## src/sv/ppm_pulse_train_generator_macros.svh

```systemverilog
`ifndef PPM_PULSE_TRAIN_GENERATOR_MACROS_SVH
`define PPM_PULSE_TRAIN_GENERATOR_MACROS_SVH

// Same-cycle implication, reported with $error.
`define PPM_ASSERT_NOW(lbl, ck, rs, ante, cons, msg) \
  lbl: assert property (@(posedge ck) disable iff (rs) (ante) |-> (cons)) \
    else $error(msg);

// Next-cycle implication, reported with $error.
`define PPM_ASSERT_NEXT(lbl, ck, rs, ante, cons, msg) \
  lbl: assert property (@(posedge ck) disable iff (rs) (ante) |=> (cons)) \
    else $error(msg);

`endif

```

## src/sv/ppm_pkg.sv

```systemverilog
`default_nettype none

package ppm_pkg;

  localparam int OPCODE_W    = 2;
  localparam int CH_IDX_W    = 4;
  localparam int DATA_W      = 16;
  localparam int NCH_W       = 5;
  localparam int ELAPSED_W   = 24;
  localparam int PCT_W       = 7;
  localparam int CFG_INDEX_W = 3;
  localparam int CFG_DATA_W  = 16;

  typedef enum logic [OPCODE_W-1:0] {
    OP_SET_RAW = 2'd0,
    OP_SET_PCT = 2'd1,
    OP_EXPIRY  = 2'd2
  } opcode_t;

  typedef enum logic [CFG_INDEX_W-1:0] {
    CFG_NUM_CHANNELS = 3'd0,
    CFG_INVERTED     = 3'd1,
    CFG_PULSE_LEN    = 3'd2,
    CFG_FRAME_LEN    = 3'd3,
    CFG_MIN_WIDTH    = 3'd4,
    CFG_MAX_WIDTH    = 3'd5
  } cfg_index_t;

  localparam logic [NCH_W-1:0]  RST_NUM_CHANNELS = 5'd8;
  localparam logic              RST_INVERTED     = 1'b0;
  localparam logic [DATA_W-1:0] RST_PULSE_LEN    = 16'd500;
  localparam logic [DATA_W-1:0] RST_FRAME_LEN    = 16'd22500;
  localparam logic [DATA_W-1:0] RST_MIN_WIDTH    = 16'd1000;
  localparam logic [DATA_W-1:0] RST_MAX_WIDTH    = 16'd2000;
  localparam logic [DATA_W-1:0] RST_CH_WIDTH     = 16'd1000;

  localparam logic [PCT_W-1:0] PERCENT_FULL = 7'd100;

  // x / 100 for x < 2^23: (x * floor(2^30 / 100)) >> 30 is exact or one low
  localparam int              PROD_W      = 23;
  localparam int              RECIP_W     = 24;
  localparam int              RECIP_SHIFT = 30;
  localparam logic [RECIP_W-1:0] RECIP_MULT = 24'd10737418;

  localparam int QUEUE_DEPTH = 2;
  localparam int QPTR_W      = 1;
  localparam int QCNT_W      = 2;

  typedef struct packed {
    logic [NCH_W-1:0]  num_channels;
    logic              inverted;
    logic [DATA_W-1:0] pulse_len_us;
    logic [DATA_W-1:0] frame_len_us;
    logic [DATA_W-1:0] min_width_us;
    logic [DATA_W-1:0] max_width_us;
  } cfg_t;

  typedef struct packed {
    opcode_t             op;
    logic [CH_IDX_W-1:0] idx;
    logic [DATA_W-1:0]   value;
  } qitem_t;

  typedef struct packed {
    logic   push;
    qitem_t item;
  } qpush_t;

  typedef struct packed {
    logic   valid;
    qitem_t item;
  } qhead_t;

endpackage

`default_nettype wire

```

## src/sv/ppm_if.sv

```systemverilog
`default_nettype none

interface ppm_item_if;
  logic        valid;
  logic        ready;
  logic [1:0]  opcode;
  logic [3:0]  channel_index;
  logic [15:0] value;

  modport source (output valid, opcode, channel_index, value, input ready);
  modport sink   (input valid, opcode, channel_index, value, output ready);
endinterface

interface ppm_result_if;
  logic        valid;
  logic        ready;
  logic        pin_level;
  logic [15:0] interval_us;
  logic        sync_gap;

  modport source (output valid, pin_level, interval_us, sync_gap, input ready);
  modport sink   (input valid, pin_level, interval_us, sync_gap, output ready);
endinterface

`default_nettype wire

```

## src/sv/ppm_pulse_train_generator.sv

```systemverilog
// Channel   Dir  Payload                               Handshake
// items     in   opcode, channel_index, value          valid / ready
// results   out  pin_level, interval_us, sync_gap      valid / ready
// wr_*      in   wr_index, wr_data                     wr_en, no wait
//
// One item per cycle sustained while results are taken; an expiry result passes
// through the 2-entry queue, the 4-stage width pipeline and the result register.
// Channel writes and expiries go through the same in-order pipeline, so an
// expiry always sees every earlier write. The percent divide by 100 is a
// reciprocal multiply with one correction step across stages 2 and 3.
// rst (sync) restores register defaults, all widths to 1000 and the frame.
// A held result stalls the pipeline; the queue then fills and drops ready.
`default_nettype none

module ppm_pulse_train_generator
  import ppm_pkg::*;
#(
  parameter int MAX_CHANNELS = 16
) (
  input  logic                   clk,
  input  logic                   rst,
  ppm_item_if.sink               items,
  ppm_result_if.source           results,
  input  logic                   wr_en,
  input  logic [CFG_INDEX_W-1:0] wr_index,
  input  logic [CFG_DATA_W-1:0]  wr_data
);

  cfg_t   cfg;
  qpush_t push;
  qhead_t head;
  logic   q_full;
  logic   pop;

  always_ff @(posedge clk) begin
    if (rst) begin
      cfg.num_channels <= RST_NUM_CHANNELS;
      cfg.inverted     <= RST_INVERTED;
      cfg.pulse_len_us <= RST_PULSE_LEN;
      cfg.frame_len_us <= RST_FRAME_LEN;
      cfg.min_width_us <= RST_MIN_WIDTH;
      cfg.max_width_us <= RST_MAX_WIDTH;
    end else if (wr_en) begin
      case (wr_index)
        CFG_NUM_CHANNELS: cfg.num_channels <= wr_data[NCH_W-1:0];
        CFG_INVERTED:     cfg.inverted     <= wr_data[0];
        CFG_PULSE_LEN:    cfg.pulse_len_us <= wr_data;
        CFG_FRAME_LEN:    cfg.frame_len_us <= wr_data;
        CFG_MIN_WIDTH:    cfg.min_width_us <= wr_data;
        CFG_MAX_WIDTH:    cfg.max_width_us <= wr_data;
        default:          ;
      endcase
    end
  end

  ppm_front #(
    .MAX_CHANNELS(MAX_CHANNELS)
  ) u_front (
    .items  (items),
    .q_full (q_full),
    .push   (push)
  );

  ppm_queue u_queue (
    .clk  (clk),
    .rst  (rst),
    .push (push),
    .full (q_full),
    .pop  (pop),
    .head (head)
  );

  ppm_back #(
    .MAX_CHANNELS(MAX_CHANNELS)
  ) u_back (
    .clk     (clk),
    .rst     (rst),
    .cfg     (cfg),
    .head    (head),
    .pop     (pop),
    .results (results)
  );

endmodule

`default_nettype wire

```

## src/sv/ppm_front.sv

```systemverilog
`default_nettype none

module ppm_front
  import ppm_pkg::*;
#(
  parameter int MAX_CHANNELS = 16
) (
  ppm_item_if.sink items,
  input  logic     q_full,
  output qpush_t   push
);

  localparam logic [5:0] MAX_CH = 6'(MAX_CHANNELS);

  logic in_range;
  logic keep;

  assign in_range = ({2'b00, items.channel_index} < MAX_CH);

  // drop unused opcodes and writes past the store before they take a slot
  always_comb begin
    keep = 1'b0;
    case (items.opcode)
      OP_SET_RAW: keep = in_range;
      OP_SET_PCT: keep = in_range;
      OP_EXPIRY:  keep = 1'b1;
      default:    keep = 1'b0;
    endcase
  end

  always_comb begin
    push.item.op  = opcode_t'(items.opcode);
    push.item.idx = items.channel_index;
    if (items.opcode == OP_SET_PCT && items.value > DATA_W'(PERCENT_FULL)) begin
      push.item.value = DATA_W'(PERCENT_FULL);
    end else begin
      push.item.value = items.value;
    end
    push.push = items.valid && !q_full && keep;
  end

  assign items.ready = !q_full;

endmodule

`default_nettype wire

```

## src/sv/ppm_queue.sv

```systemverilog
`default_nettype none

module ppm_queue
  import ppm_pkg::*;
(
  input  logic   clk,
  input  logic   rst,
  input  qpush_t push,
  output logic   full,
  input  logic   pop,
  output qhead_t head
);

  qitem_t            slots [QUEUE_DEPTH];
  logic [QPTR_W-1:0] wr_ptr;
  logic [QPTR_W-1:0] rd_ptr;
  logic [QCNT_W-1:0] count;
  logic [QCNT_W-1:0] count_next;

  assign full       = (count == QCNT_W'(QUEUE_DEPTH));
  assign head.valid = (count != '0);
  assign head.item  = slots[rd_ptr];

  always_comb begin
    case ({push.push, pop})
      2'b10:   count_next = count + 1'b1;
      2'b01:   count_next = count - 1'b1;
      default: count_next = count;
    endcase
  end

  always_ff @(posedge clk) begin
    if (rst) begin
      wr_ptr <= '0;
      rd_ptr <= '0;
      count  <= '0;
    end else begin
      if (push.push) begin
        wr_ptr <= wr_ptr + 1'b1;
      end
      if (pop) begin
        rd_ptr <= rd_ptr + 1'b1;
      end
      count <= count_next;
    end
  end

  always_ff @(posedge clk) begin
    if (push.push) begin
      slots[wr_ptr] <= push.item;
    end
  end

endmodule

`default_nettype wire

```

## src/sv/ppm_back.sv

```systemverilog
`default_nettype none
`include "ppm_pulse_train_generator_macros.svh"

module ppm_back
  import ppm_pkg::*;
#(
  parameter int MAX_CHANNELS = 16
) (
  input  logic  clk,
  input  logic  rst,
  input  cfg_t  cfg,
  input  qhead_t head,
  output logic  pop,
  ppm_result_if.source results
);

  localparam int         IDXW   = (MAX_CHANNELS > 1) ? $clog2(MAX_CHANNELS) : 1;
  localparam logic [5:0] MAX_CH = 6'(MAX_CHANNELS);
  localparam int         MUL_W  = PROD_W + RECIP_W;

  typedef struct packed {
    logic                vld;
    opcode_t             op;
    logic [CH_IDX_W-1:0] idx;
    logic [DATA_W-1:0]   value;
  } tag_t;

  logic advance;

  // stage 1: percent times |max - min|
  tag_t              st1;
  logic              st1_neg;
  logic [PROD_W-1:0] st1_x;
  // stage 2: reciprocal estimate of x / 100
  tag_t              st2;
  logic              st2_neg;
  logic [PROD_W-1:0] st2_x;
  logic [DATA_W-1:0] st2_qe;
  // stage 3: corrected, signed quotient or raw width
  tag_t              st3;
  logic signed [17:0] st3_v;
  // stage 4: clamped width
  tag_t              st4;
  logic [DATA_W-1:0] st4_w;

  logic              d_neg;
  logic [DATA_W-1:0] d_mag;
  logic [PROD_W-1:0] prod1;
  logic [MUL_W-1:0]  rprod;
  logic [PROD_W-1:0] qe100;
  logic [PROD_W-1:0] rem;
  logic [DATA_W-1:0] q;
  logic signed [17:0] qs;
  logic signed [17:0] v;
  logic signed [17:0] sum;
  logic signed [17:0] min_s;
  logic signed [17:0] max_s;
  logic [DATA_W-1:0] w_clamped;

  // frame state
  logic                 pulse_phase;
  logic                 pulse_phase_next;
  logic [NCH_W-1:0]     channel_pos;
  logic [NCH_W-1:0]     channel_pos_next;
  logic [ELAPSED_W-1:0] elapsed_us;
  logic [ELAPSED_W-1:0] elapsed_us_next;
  logic [DATA_W-1:0]    widths [MAX_CHANNELS];

  logic                 commit_exp;
  logic                 commit_wr;
  logic [5:0]           count_lim;
  logic                 pos_done;
  logic [IDXW-1:0]      wr_sel;
  logic [IDXW-1:0]      rd_sel;
  logic [DATA_W-1:0]    cur_w;
  logic [ELAPSED_W-1:0] gap_e;
  logic                 res_level;
  logic [DATA_W-1:0]    res_interval;
  logic                 res_sync;

  // the whole line moves only when the result register can take a new item
  assign advance = !results.valid || results.ready;
  assign pop     = advance && head.valid;

  // ---- stage 1
  always_comb begin
    d_neg = (cfg.min_width_us > cfg.max_width_us);
    d_mag = d_neg ? (cfg.min_width_us - cfg.max_width_us)
                  : (cfg.max_width_us - cfg.min_width_us);
    prod1 = PROD_W'(head.item.value[PCT_W-1:0]) * PROD_W'(d_mag);
  end

  always_ff @(posedge clk) begin
    if (rst) begin
      st1.vld <= 1'b0;
    end else if (advance) begin
      st1     <= {head.valid, head.item.op, head.item.idx, head.item.value};
      st1_neg <= d_neg;
      st1_x   <= prod1;
    end
  end

  // ---- stage 2
  assign rprod = MUL_W'(st1_x) * MUL_W'(RECIP_MULT);

  always_ff @(posedge clk) begin
    if (rst) begin
      st2.vld <= 1'b0;
    end else if (advance) begin
      st2     <= st1;
      st2_neg <= st1_neg;
      st2_x   <= st1_x;
      st2_qe  <= rprod[RECIP_SHIFT +: DATA_W];
    end
  end

  // ---- stage 3: estimate is exact or one low; division truncates toward zero
  always_comb begin
    qe100 = PROD_W'(st2_qe) * PROD_W'(PERCENT_FULL);
    rem   = st2_x - qe100;
    q     = (rem >= PROD_W'(PERCENT_FULL)) ? (st2_qe + 1'b1) : st2_qe;
    qs    = st2_neg ? -$signed({2'b00, q}) : $signed({2'b00, q});
    v     = (st2.op == OP_SET_PCT) ? qs : $signed({2'b00, st2.value});
  end

  always_ff @(posedge clk) begin
    if (rst) begin
      st3.vld <= 1'b0;
    end else if (advance) begin
      st3   <= st2;
      st3_v <= v;
    end
  end

  // ---- stage 4: offset a percent width by min, then clamp (min tested first)
  always_comb begin
    min_s = $signed({2'b00, cfg.min_width_us});
    max_s = $signed({2'b00, cfg.max_width_us});
    sum   = (st3.op == OP_SET_PCT) ? (st3_v + min_s) : st3_v;
    if (sum < min_s) begin
      w_clamped = cfg.min_width_us;
    end else if (sum > max_s) begin
      w_clamped = cfg.max_width_us;
    end else begin
      w_clamped = sum[DATA_W-1:0];
    end
  end

  always_ff @(posedge clk) begin
    if (rst) begin
      st4.vld <= 1'b0;
    end else if (advance) begin
      st4   <= st3;
      st4_w <= w_clamped;
    end
  end

  // ---- commit: store write or timer expiry
  assign commit_exp = advance && st4.vld && (st4.op == OP_EXPIRY);
  assign commit_wr  = advance && st4.vld && (st4.op == OP_SET_RAW || st4.op == OP_SET_PCT);
  assign wr_sel     = IDXW'(st4.idx);
  assign rd_sel     = channel_pos[IDXW-1:0];
  assign cur_w      = widths[rd_sel];

  always_comb begin
    count_lim = ({1'b0, cfg.num_channels} > MAX_CH) ? MAX_CH : {1'b0, cfg.num_channels};
    pos_done  = ({1'b0, channel_pos} >= count_lim);
    gap_e     = elapsed_us + ELAPSED_W'(cfg.pulse_len_us);
  end

  // next state of the frame sequencer
  always_comb begin
    pulse_phase_next = !pulse_phase;
    channel_pos_next = channel_pos;
    elapsed_us_next  = elapsed_us;
    if (!pulse_phase) begin
      if (pos_done) begin
        channel_pos_next = '0;
        elapsed_us_next  = '0;
      end else begin
        channel_pos_next = channel_pos + 1'b1;
        elapsed_us_next  = elapsed_us + ELAPSED_W'(cur_w);
      end
    end
  end

  // result of this expiry
  always_comb begin
    res_sync = 1'b0;
    if (pulse_phase) begin
      res_level    = cfg.inverted;
      res_interval = cfg.pulse_len_us;
    end else begin
      res_level = !cfg.inverted;
      if (pos_done) begin
        res_sync     = 1'b1;
        res_interval = (gap_e >= ELAPSED_W'(cfg.frame_len_us)) ? '0
                       : (cfg.frame_len_us - gap_e[DATA_W-1:0]);
      end else begin
        res_interval = (cur_w > cfg.pulse_len_us) ? (cur_w - cfg.pulse_len_us) : '0;
      end
    end
  end

  always_ff @(posedge clk) begin
    if (rst) begin
      pulse_phase <= 1'b1;
      channel_pos <= '0;
      elapsed_us  <= '0;
    end else if (commit_exp) begin
      pulse_phase <= pulse_phase_next;
      channel_pos <= channel_pos_next;
      elapsed_us  <= elapsed_us_next;
    end
  end

  always_ff @(posedge clk) begin
    if (rst) begin
      for (int i = 0; i < MAX_CHANNELS; i++) begin
        widths[i] <= RST_CH_WIDTH;
      end
    end else if (commit_wr) begin
      widths[wr_sel] <= st4_w;
    end
  end

  // result register
  always_ff @(posedge clk) begin
    if (rst) begin
      results.valid <= 1'b0;
    end else if (commit_exp) begin
      results.valid <= 1'b1;
    end else if (results.ready) begin
      results.valid <= 1'b0;
    end
  end

  always_ff @(posedge clk) begin
    if (commit_exp) begin
      results.pin_level   <= res_level;
      results.interval_us <= res_interval;
      results.sync_gap    <= res_sync;
    end
  end

  `PPM_ASSERT_NEXT(a_phase_toggles, clk, rst, commit_exp, pulse_phase != $past(pulse_phase), "expiry did not toggle phase")
  `PPM_ASSERT_NEXT(a_sync_restarts, clk, rst, commit_exp && !pulse_phase && pos_done, channel_pos == '0 && elapsed_us == '0, "sync gap did not restart the frame")
  `PPM_ASSERT_NOW(a_pos_bounded, clk, rst, 1'b1, 6'(channel_pos) <= MAX_CH, "channel position past the store")

endmodule

`default_nettype wire
```

## src/flat_wrapper.sv

```systemverilog
// flat-port wrapper written by rule: the top's interface ports become plain ports
module ppm_pulse_train_generator_flat import ppm_pkg::*;
#(
  parameter int MAX_CHANNELS = 16
)
  (clk, rst, wr_en, wr_index, wr_data, items_valid, items_opcode, items_channel_index, items_value, items_ready, results_valid, results_pin_level, results_interval_us, results_sync_gap, results_ready);
  ppm_item_if items_i ();
  ppm_result_if results_i ();
  input  logic clk;
  input  logic rst;
  input  logic wr_en;
  input  logic [CFG_INDEX_W-1:0] wr_index;
  input  logic [CFG_DATA_W-1:0] wr_data;
  input wire logic [$bits(items_i.valid)-1:0] items_valid;
  input wire logic [$bits(items_i.opcode)-1:0] items_opcode;
  input wire logic [$bits(items_i.channel_index)-1:0] items_channel_index;
  input wire logic [$bits(items_i.value)-1:0] items_value;
  output wire logic [$bits(items_i.ready)-1:0] items_ready;
  output wire logic [$bits(results_i.valid)-1:0] results_valid;
  output wire logic [$bits(results_i.pin_level)-1:0] results_pin_level;
  output wire logic [$bits(results_i.interval_us)-1:0] results_interval_us;
  output wire logic [$bits(results_i.sync_gap)-1:0] results_sync_gap;
  input wire logic [$bits(results_i.ready)-1:0] results_ready;
  assign items_i.valid = items_valid;
  assign items_i.opcode = items_opcode;
  assign items_i.channel_index = items_channel_index;
  assign items_i.value = items_value;
  assign items_ready = items_i.ready;
  assign results_valid = results_i.valid;
  assign results_pin_level = results_i.pin_level;
  assign results_interval_us = results_i.interval_us;
  assign results_sync_gap = results_i.sync_gap;
  assign results_i.ready = results_ready;
  ppm_pulse_train_generator #(.MAX_CHANNELS(MAX_CHANNELS)) u_core (.clk(clk), .rst(rst), .items(items_i), .results(results_i), .wr_en(wr_en), .wr_index(wr_index), .wr_data(wr_data));
endmodule
```

## config.mk

```make
export PLATFORM = sky130hd
export DESIGN_NAME = ppm_pulse_train_generator_flat
export DESIGN_NICKNAME = d
export VERILOG_FILES = /design/src/sv/ppm_pkg.sv /design/src/sv/ppm_if.sv /design/src/sv/ppm_pulse_train_generator.sv /design/src/sv/ppm_front.sv /design/src/sv/ppm_queue.sv /design/src/sv/ppm_back.sv /design/src/flat_wrapper.sv
export VERILOG_INCLUDE_DIRS = /design/src /design/src/sv
export SDC_FILE = /design/constraint.sdc
export NUM_CORES = 2
export LEC_CHECK = 0
export BUFFER_PORTS_ARGS = -buffer_cell sky130_fd_sc_hd__clkbuf_2
export CAP_MARGIN = 30
export CORE_MARGIN = 1.5
export CORE_UTILIZATION = 55
export CTS_CLUSTER_DIAMETER = 80
export DETAILED_ROUTE_END_ITERATION = 7
export PLACE_DENSITY = 0.8
export SLEW_MARGIN = 20
export SYNTH_ARGS = -nofsm -noshare
export SYNTH_HDL_FRONTEND = slang
export SYNTH_SLANG_ARGS = --single-unit
```

## constraint.sdc

```tcl
create_clock -name clk -period 12.3 [get_ports clk]
set_clock_uncertainty 0.2 [all_clocks]
set_input_delay 2.46 -clock clk [delete_from_list [all_inputs] [get_ports clk]]
set_output_delay 2.46 -clock clk [all_outputs]
set_load 0.05 [all_outputs]
```

==> summary.md <==
| Metric | Value |
|---|---|
| Final Hold Fails | 0 |
| Setup TNS | 0 ps |
| Number of global-route vias before repair | 30966 |
| Worst path most repeated cell | fa_1 |
| # Max-Cap Violations | 0 |
| PnR worst setup slack | 3160 ps |
| Number of synthesized flops with an enable pin | 470 |
| Critical Path RT | 12440 ps |
| Post-synth top flop | edfxtp_1 |
| Hold Crit Class | register to register |
| Cells after Synth | 4014 |
| HPWL after DPL | 79.5 mm |
| Critical path arrival | 9280 ps |
| All-layer global routing usage | 0.260 |
| Die area | 82600 sq um |
| Post-layout min period | 9140 ps |
| IO Port Bufs | 65 |
| Crit path max fanout | 10 |
| Yosys cell types | 84 |
| DRC Markers | 0 |
| DRT iter0 DRCs | 2459 |
| Setup crit start kind | register |
| Vias per cell | 5.88 |
| Max stage delay on crit path | 590 ps |
| Syn nets | 4866 |
| Clock Latency Late Sink | 650 ps |
| Count of final setup violators | 0 |
| Routed WL | 105 mm |
| Critical Path Sink Type | register |
| Die Y | 287 um |
| Vias | 30480 |
| N_diodes | 0 |
| WS Path Type | register to register |
| Final Slew Violations | 0 |
| Sequential area share after synthesis | 0.369 |
| CTS root buf | clkbuf_16 |
| Tcrit/Tclk final | 0.743 |
| First-pass GRT wire length | 168 mm |
| Yosys warnings | 0 |
| CTS tree | done |
| Mapped Area | 44500 sq um |
| CTS HTree Levels | 2 |
| Worst path slowest cell | fa_1 |
| Slew @ Worst Pin | 934 ps |
| Gp weighted congestion | 0.929 |
| Starting Density | 0.554 |
| Clk buf depth | 3 |
| Clk sinks | 584 |
| Post-place setup slack | 3330 ps |
| Postcts setup bufs | 0 |
| Initial antenna violation count | 0 |
| Post-CTS Resized | 0 |
| Mean Syn Cell Area | 11.1 sq um |
| Wire per inst | 20.3 um |
| Reg2reg setup slack | 3160 ps |
| Worst-path clk slew | 70 ps |
| Largest net degree at the start of global routing | 62 |
| Number of routed nets with antenna violations | 0 |
| Layout cells sized above 1 | 0.0916 |
| Slew HR | 0.377 |
| Core area | 80300 sq um |
| Congestion Overflow GR | 0 |
| # rows | 104 |
| Num CTS Buffers | 61 |
| Die span in x | 287 um |
| Drt first pass iters | 6 |
| Status | finished clean |
| Area grow syn2layout | 8.74% |
| RSZ-0062 raised after global routing | false |
| Hold_buf cts | 0 |
| Maximum clock rate | 0.109 GHz |
| #FFs+latches synth | 584 |
| Nets | 4928 |
| Post-synth ARST share | 0 |
| Io pins | 66 |
## layer usage
metal  global-route usage  part of all wire
met4                0.106             0.041
met2                0.439              0.49
met3               0.0318             0.066
met5                    0                 0
met1                0.339              0.41
## cell usage in the layout (no fill, tap or decap), types with 66 or more instances in the layout
master,Yosys,routed
a21o_1,78,78
a21oi_1,192,191
and2_1,194,194
clkbuf_2,0,66
dfxtp_1,114,112
edfxtp_1,470,470
fa_1,274,274
ha_1,532,532
inv_1,510,510
mux4_2,80,80
nand2_1,313,313
nor2_1,149,144
o21ai_0,102,90
or3_1,86,86
xnor2_1,108,108
## cells by family after synthesis
kind of cell / share of synthesized area
AND/OR/NAND/NOR: 0.119
adder cells (fa/ha/maj): 0.273
buffers and inverters: 0.0538
AO/OA/AOI/OAI: 0.0920
flip-flops: 0.369
XOR/XNOR: 0.0340
multiplexers: 0.0598
## final cells by class
class	instances	area (sq um)
clock buffer	69	1610
multi-input combinational	2795	25700
fill	6178	31900
clock inverter	46	547
timing repair buffer	122	827
sequential	584	16400
tap	1060	1330
inverter	512	1920
## state kept, by name (all words and copies together) (netlist names), 2 cells and up, named ones only
register / count
u_core.u_back.st1: 23
u_core.u_back.st2_x: 21
u_core.u_back.st2: 23
u_core.u_back.wr_sel: 4
u_core.u_back.st1_x: 23
u_core.u_back.elapsed_us: 24
u_core.cfg: 70
u_core.u_queue.count: 2
u_core.u_back.st2_qe: 16
u_core.u_back.results.interval_us: 16
u_core.u_back.channel_pos: 5
u_core.u_back.st4_w: 16
u_core.u_queue.slots: 44
u_core.u_back.widths: 256
u_core.u_back.st3_v: 18
u_core.u_back.st4: 3
u_core.u_back.st3: 7
## critical path: cells and delay by family, from the launching register on
kind | cells | cell delay (ps)
buffers and inverters | 4 | 420
xor gates and xnor gates | 1 | 480
and+or+nand+nor | 3 | 500
AOI/OAI and AO/OA | 15 | 3760
adders and majority gates | 7 | 2960
DFF | 1 | 370
muxes | 1 | 140
## per-stage QoR
step / cell area (sq um) / instances / utilization / hold WS, ps
floorplan: 44500 / 4014 / - / 200
global placement: 46000 / 5059 / 0.573 / 202
detailed placement: 46100 / 5065 / 0.574 / 205
CTS: 48300 / 5180 / 0.601 / 219
global route: 48400 / 5188 / 0.602 / 220
finish: 48400 / 5188 / 0.602 / 207
## synth_stat cells, drive strengths merged (61+ instances only)
| cell | count | share of area |
|---|---|---|
| nand2 | 313 | 0.026 |
| fa | 274 | 0.12 |
| inv | 511 | 0.043 |
| dfxtp | 114 | 0.051 |
| mux4 | 80 | 0.041 |
| xnor2 | 110 | 0.022 |
| or3 | 87 | 0.012 |
| a21oi | 192 | 0.022 |
| clkbuf | 108 | 0.0091 |
| and2 | 195 | 0.027 |
| o21ai | 112 | 0.013 |
| nor2 | 150 | 0.013 |
| a21o | 78 | 0.013 |
| edfxtp | 470 | 0.32 |
| xor2 | 61 | 0.012 |
| ha | 532 | 0.15 |
| nand2b | 63 | 0.0089 |
## final timing paths
check,cells after the start,endpoint,from
max,31,u_core.u_back.st1_x[21],u_core.cfg[16]
max reg2reg,31,u_core.u_back.st1_x[21],u_core.cfg[16]
min,0,u_core.u_back.st2[6],u_core.u_back.st1[6]
min reg2reg,0,u_core.u_back.st2[6],u_core.u_back.st1[6]
Power is left out: the tool's default activity adds up to more than one toggle a clock period on the data nets, which glitch-free logic cannot reach.
